==> src/lfsh_pkg.sv <==
// ============================================================================
// lfsh_pkg
// Types and constants shared by the length-filtered symbol histogram.
// ============================================================================
package lfsh_pkg;

    localparam int SYMBOL_W       = 7;
    localparam int SYM_CMP_W      = SYMBOL_W + 2;
    localparam int OP_W           = 2;
    localparam int CFG_DATA_W     = 40;
    localparam int CFG_INDEX_W    = 1;
    localparam int READ_TOTAL_W   = 40;
    localparam int BASE_TOTAL_W   = 48;
    localparam int SYMBOL_TOTAL_W = 48;
    localparam int QUEUE_DEPTH    = 4;
    localparam int QUEUE_AW       = 2;

    localparam logic [OP_W-1:0] OP_SYMBOL = 2'd0;
    localparam logic [OP_W-1:0] OP_END    = 2'd1;
    localparam logic [OP_W-1:0] OP_QUERY  = 2'd2;

    localparam logic [CFG_INDEX_W-1:0] CFG_MIN_LEN = 1'd0;
    localparam logic [CFG_INDEX_W-1:0] CFG_MAX_LEN = 1'd1;

    typedef enum logic [1:0] {
        JOB_SYMBOL,
        JOB_END,
        JOB_QUERY
    } job_kind_t;

    typedef struct packed {
        job_kind_t           kind;
        logic [SYMBOL_W-1:0] symbol;
        logic                in_range;
    } job_t;

    typedef enum logic [2:0] {
        ST_IDLE,
        ST_SYM,
        ST_WALK,
        ST_QUERY,
        ST_RESP
    } state_t;

endpackage

==> src/lfsh_queue.sv <==
// ============================================================================
// lfsh_queue
// Short first-in first-out queue of decoded requests.
// ============================================================================
module lfsh_queue
    import lfsh_pkg::*;
(
    input  logic clk,
    input  logic rst_n,
    input  logic push,
    input  job_t push_job,
    input  logic pop,
    output job_t head,
    output logic not_empty,
    output logic not_full
);

    job_t                entry_reg [QUEUE_DEPTH];
    logic [QUEUE_AW-1:0] wr_ptr_reg;
    logic [QUEUE_AW-1:0] rd_ptr_reg;
    logic [QUEUE_AW:0]   count_reg;
    logic [QUEUE_AW:0]   count_next;
    logic                do_push;
    logic                do_pop;

    assign not_empty = (count_reg != '0);
    assign not_full  = (count_reg != (QUEUE_AW + 1)'(QUEUE_DEPTH));
    assign do_push   = push && not_full;
    assign do_pop    = pop && not_empty;
    assign head      = entry_reg[rd_ptr_reg];

    always_comb
    begin
        count_next = count_reg;
        if (do_push && !do_pop)
        begin
            count_next = count_reg + 1'b1;
        end
        else if (do_pop && !do_push)
        begin
            count_next = count_reg - 1'b1;
        end
    end

    always_ff @(posedge clk or negedge rst_n)
    begin
        if (!rst_n)
        begin
            wr_ptr_reg <= '0;
            rd_ptr_reg <= '0;
            count_reg  <= '0;
        end
        else
        begin
            count_reg <= count_next;
            if (do_push)
            begin
                wr_ptr_reg <= wr_ptr_reg + 1'b1;
            end
            if (do_pop)
            begin
                rd_ptr_reg <= rd_ptr_reg + 1'b1;
            end
        end
    end

    always_ff @(posedge clk)
    begin
        if (do_push)
        begin
            entry_reg[wr_ptr_reg] <= push_job;
        end
    end

endmodule

==> config.mk <==
export PLATFORM = sky130hd
export DESIGN_NAME = lfsh_queue
export DESIGN_NICKNAME = d
export VERILOG_FILES = /design/src/lfsh_pkg.sv /design/src/lfsh_queue.sv
export SDC_FILE = /design/constraint.sdc
export NUM_CORES = 1
export LEC_CHECK = 0
export BUFFER_PORTS_ARGS = -buffer_cell sky130_fd_sc_hd__buf_4
export CORE_MARGIN = 5
export CORE_UTILIZATION = 50
export CTS_CLUSTER_SIZE = 10
export DETAILED_ROUTE_END_ITERATION = 6
export GPL_TIMING_DRIVEN = 0
export PLACE_DENSITY = 0.71
export SETUP_SLACK_MARGIN = 0.2
export SLEW_MARGIN = 30
export SYNTH_ARGS = -nofsm -noshare
export SYNTH_HDL_FRONTEND = slang
export SYNTH_SLANG_ARGS = --single-unit
==> constraint.sdc <==
create_clock -name clk -period 2.6 [get_ports clk]
set_input_delay 0.13 -clock clk [delete_from_list [all_inputs] [get_ports clk]]
set_output_delay 0.13 -clock clk [all_outputs]
set_load 0.02 [all_outputs]
## Yosys cells after proc, flatten, opt, wreduce, memory -nomap -nowiden

Memories as Yosys holds them, arrays and structs flattened.
Index checks and enable logic that the tools add are counted.
W data, S select, Z words.

- Flip-flop bits (word level): 7
- Memory bits (writable): 40
- Memories: 1

Memories:

| name | words | width | rd ports | clocked after memory_dff | wr ports | RTL line | RTL |
|---|---|---|---|---|---|---|---|
| entry_reg | 4 | 10 | 1 | 0 | 1 | lfsh_queue.sv:18 | `job_t entry_reg [QUEUE_DEPTH];` |

- Add/subtract/negate cells: 4
- Eq/ne operators: 1
- Muxes and demuxes: 4
- Reductions and logical operators: 8

Operators with widths:

| operator | count |
|---|---|
| $mux W3 | 2 |
| $add A2 B1 Y2 const B | 2 |
| $logic_and A1 B1 Y1 | 4 |
| $add A3 B1 Y3 const B | 1 |
| $ne A3 B3 Y1 const B | 1 |
| $reduce_bool A3 Y1 | 1 |
| $sub A3 B1 Y3 const B | 1 |
| $logic_not A1 Y1 | 2 |
| $mux W1 | 2 |
| $reduce_bool A2 Y1 | 1 |

## Logic depth before layout (Yosys ltp)

- Word-level depth: 6
- Gate-level depth with buffers: 8
- Gate-level depth less buffers: 8

## Least setup slack after synthesis

Ideal clock, no wire load.

- Path kind: flip-flop to flip-flop
- Start point: register count_reg[1]
- End point: register count_reg[2]
- Arrival: 1.927 ns
- Setup slack: 0.594 ns
- Cell stages (with the launch flop): 9
- Path buffers: 0
- Cell sequence: dfrtp_1 > or3_4 > nand2_2 > ha_1 > inv_1 > fa_1 > xor2_1 > nor2_1 > xor2_1

- Word-level cells in the longest chain between the ends: 5
- Elaborated cells on any way between the ends: 13
- Classes of those cells: 2 x add/sub; 1 x eq/ne; 2 x mux; 8 x reduce/logical

Ends and longest elaborated chain:

| item | RTL line | RTL |
|---|---|---|
| start, declared | lfsh_queue.sv:21 | `logic [QUEUE_AW:0] count_reg;` |
| start signal, assigned | lfsh_queue.sv:55 | `count_reg <= count_next;` |
| $reduce_bool A3 Y1 (*) | lfsh_queue.sv:26 | `assign not_empty = (count_reg != '0);` |
| net not_empty | lfsh_queue.sv:14 | `output logic not_empty,` |
| $logic_and A1 B1 Y1 (*) | lfsh_queue.sv:29 | `assign do_pop = pop && not_empty;` |
| $logic_not A1 Y1 | lfsh_queue.sv:35 | `if (do_push && !do_pop)` |
| $logic_and A1 B1 Y1 | lfsh_queue.sv:35 |  |
| $mux W3 or $reduce_bool A2 Y1 (tied branches) | -- |  |

Mark *: on every way through the listed nets, which the timed path passes. The rest lies on a longest branch. The select of a mux whose other input is x is not followed.
A chain may end at the register's enable or synchronous reset.

## Worst setup path after layout

- Start point: register count_reg[1]
- End point: register count_reg[2]

- Word-level cells in the longest chain between the ends: 5
- Elaborated cells on any way between the ends: 13
- Classes of those cells: 2 x add/sub; 1 x eq/ne; 2 x mux; 8 x reduce/logical

Ends and longest elaborated chain:

| item |
|---|
| branches (longest 5 deep; another with $sub A3 B1 Y3) |

Several ways; the timed one is not identified. The select of a mux whose other input is x is not followed.

==> impl_results.md <==
* Net load switching power at 798 uW
* Boundary Pins at 26
* Int Power at 1770 uW
* NumNets Final at 140
* Pin count of the biggest net entering global routing at 14
* Maximum number of buffers from clock root to sink at 2
* Slew Viols, Final at 0
* Root buffer cell: sky130_fd_sc_hd__clkbuf_8
* Worst-case hold slack at 0.0310 ns
* Diodes inserted at 0
* Depth of the CTS H-tree at 2
* Insertion delay of the later-clocked pin in the worst-skew pair at 0.29 ns
* DRC viols at 0
* Gate count after technology mapping at 87
* Final period demand of the worst path at 2.07 ns
* Number of non-filler instances in the completed layout at 168
* Switch share at 31.1%
* Remaining Overflow, GRT at 0
* Final TNS setup at 0 ns
* Slew HR at 64.2%
* Via/cell ratio at 5.18
* Path type of the worst setup path: register to register
* Layout Area Growth over Synthesis at 19.3%
* VDD IR-drop max at 0.549 mV
* Flip-flop count of the largest register after layout at 40
* Area enclosed by the die boundary at 5060 um^2
* Overall die width at 71.2 um
* Fill cell total of the finished layout at 288
* Floorplan die height at 71.2 um
* Fin util at 61.4%
* Share of power burned in registers at 43.1%
* Final setup violation count at 0
* Clock input transition at the sequential cells of the worst setup and hold paths at 0.08 ns
* Area taken by multi-input logic gates at 467 um^2
* Number of hold violations in the final report at 0
* Max-capacitance violation count at 0
* Weighted congestion reported at the end of routability-driven placement at 0.652
* Crit path required time at 2.81 ns
* Transition at the pin with the smallest max-transition slack at 0.538 ns
* Final period utilization at 79.5%
* Worst Setup Start Kind: register
* Leading cell types in the layout, fill and taps excluded: 40 x sky130_fd_sc_hd__edfxtp_1, 25 x sky130_fd_sc_hd__buf_4, 8 x sky130_fd_sc_hd__mux4_2, 7 x sky130_fd_sc_hd__dfrtp_1
* Setup fix buffers added after clock tree synthesis at 0
* Layout cells sized above 1 at 39.2%
* Count of state elements after synthesis at 47
* Std cell rows at 22
* Number of clock buffers inserted by TritonCTS at 5
* First-pass GRT wire length at 4.69 mm
* Routed Wire Length at 2.90 mm
* Power density over cell area at 1150 nW/um^2
* Mapped cell area at 1870 um^2
* Routed length per instance at 17.3 um
* Static power due to leakage at 0.000822 uW
* Number of global-route vias before repair at 950
* Commonest non-fill, non-tap cell in the layout: sky130_fd_sc_hd__edfxtp_1
* Unrepaired setup endpoints after global routing: no
* Outcome: finished, final reports clean
* Number of placed instances, taps included at 160
* Routed via count at 870
* Number of different library cells in the post-synthesis netlist at 21
* FF/Latch Area at 1380 um^2
* Starting density of the core at 51.5%
* Portion of total power attributed to combinational logic at 37.5%
* Type of the worst min-delay path: input pin to register
* Post-Route Skew at 0.00592 ns
* Antenna violations before repair at 0
* Max frequency at 484 MHz
* Overall track demand over capacity in global routing at 12.8%
* Clock tree from TritonCTS: done
* Number of warnings issued by yosys at 0
* IO Port Bufs at 25
* Detailed placement HPWL at 2.03 mm
* Initial drt markers at 27
* Synth Area per Inst at 21.5 um^2
* Clock Power Share at 19.4%
* Count of nets left with antenna violations after detail routing at 0
* Type of element capturing the critical path: register
* Worst-path fanout max at 4
* Crit path arrival time at 2.28 ns
* Area of the core at 3630 um^2
* Number of detailed-routing iterations run before antenna repair at 4
* Number of clock sinks at 47
* Synth Net Count at 107
* Total chip power at 2570 uW
* Proportion of synthesized chip area in sequential cells at 73.6%
==> synthesized netlist by cell type <==
library cell               number  area [um^2]
sky130_fd_sc_hd__edfxtp_1      40         1200
sky130_fd_sc_hd__nor2_1         1         3.75
sky130_fd_sc_hd__mux4_2         8          180
sky130_fd_sc_hd__and2_1         4         25.0
sky130_fd_sc_hd__nand2_1        1         3.75
sky130_fd_sc_hd__dfrtp_1        7          175
sky130_fd_sc_hd__buf_2          1         5.00
sky130_fd_sc_hd__inv_1          3         11.3
sky130_fd_sc_hd__mux2_4         1         15.0
sky130_fd_sc_hd__or3_4          1         11.3
sky130_fd_sc_hd__a21boi_2       1         11.3
sky130_fd_sc_hd__ha_1           5         62.6
sky130_fd_sc_hd__xnor2_1        4         35.0
sky130_fd_sc_hd__fa_1           1         20.0
sky130_fd_sc_hd__mux2_2         1         11.3
sky130_fd_sc_hd__mux4_1         2         52.6
sky130_fd_sc_hd__nor2_2         1         6.26
sky130_fd_sc_hd__nand2_2        1         6.26
sky130_fd_sc_hd__nand3_1        1         5.00
sky130_fd_sc_hd__buf_6          1         11.3
sky130_fd_sc_hd__xor2_1         2         17.5
==> metal layers <==
metal,vias to the layer above,GRT usage [%],share of wire (%)
li1,402,-,-
met4,0,6.89,2.4
met2,17,20.9,52
met3,8,3.69,4.7
met1,443,15.2,41
met5,-,0,0
==> kinds of logic (layout without fill, tap and decap cells) <==
family | count (synthesis) | in the layout | share of synthesized area, %
XOR/XNOR | 6 | 6 | 2.81
buffers and inverters | 5 | 38 | 1.47
multiplexers | 12 | 12 | 13.8
AO/OA/AOI/OAI | 1 | 1 | 0.602
AND/OR/NAND/NOR | 10 | 10 | 3.28
flip-flops | 47 | 47 | 73.6
adder cells (fa/ha/maj) | 6 | 6 | 4.41
==> worst max-delay path, stage by stage (launching register included) <==
cell	delay, ns
sky130_fd_sc_hd__dfrtp_1	0.43
sky130_fd_sc_hd__or3_4	0.42
sky130_fd_sc_hd__nand2_2	0.10
sky130_fd_sc_hd__ha_1	0.18
sky130_fd_sc_hd__inv_1	0.06
sky130_fd_sc_hd__fa_1	0.37
sky130_fd_sc_hd__xor2_1	0.17
sky130_fd_sc_hd__nor2_1	0.11
sky130_fd_sc_hd__xor2_1	0.16
==> through the flow <==
step | worst slack [ns] | area [um^2]
2_1_floorplan | 0.594 | 1870
3_3_place_gp | 0.572 | 2120
3_5_place_dp | 0.554 | 2120
4_1_cts | 0.525 | 2230
5_1_grt | 0.407 | 2230
6_report | 0.534 | 2230
==> repair_timing <==
| item | in CTS | in global routing |
|---|---|---|
| gates resized for setup | 0 | 0 |
| hold endpoints to repair | 7 | 0 |
| hold buffers | 1 | 0 |
==> power groups by stage <==
stage | Combinational, uW | Clock [uW] | Sequential, uW
2_1_floorplan | 667 | 0 | 1100
3_3_place_gp | 952 | 0 | 1110
3_5_place_dp | 984 | 0 | 1130
4_1_cts | 987 | 513 | 1110
5_1_grt | 1050 | 543 | 1130
6_report | 962 | 497 | 1110
==> cell type report <==
class	count	share of cell area (%)
clock inverter	1	1.35
sequential	47	61.7
timing repair buffer	26	8.86
buffer	2	0.729
clock buffer	6	3.25
tap	48	2.69
multi-input combinational	35	20.9
inverter	3	0.505
==> worst paths after layout <==
kind / startpoint / end / slack, ns / cells past startpoint
min reg2reg: count_reg[2]$_DFFE_PN0P_ / count_reg[2]$_DFFE_PN0P_ / 0.57 / 1
min: push_job[1] / entry_reg[2][1]$_DFFE_PP_ / 0.03 / 1
max in group asynchronous: rst_n / count_reg[1]$_DFFE_PN0P_ / 2.29 / 2
max: count_reg[1]$_DFFE_PN0P_ / count_reg[2]$_DFFE_PN0P_ / 0.53 / 8
max reg2reg: count_reg[1]$_DFFE_PN0P_ / count_reg[2]$_DFFE_PN0P_ / 0.53 / 8
min in group asynchronous: rst_n / rd_ptr_reg[1]$_DFFE_PN0P_ / 0.18 / 2
(Power assumes the default switching activity.)
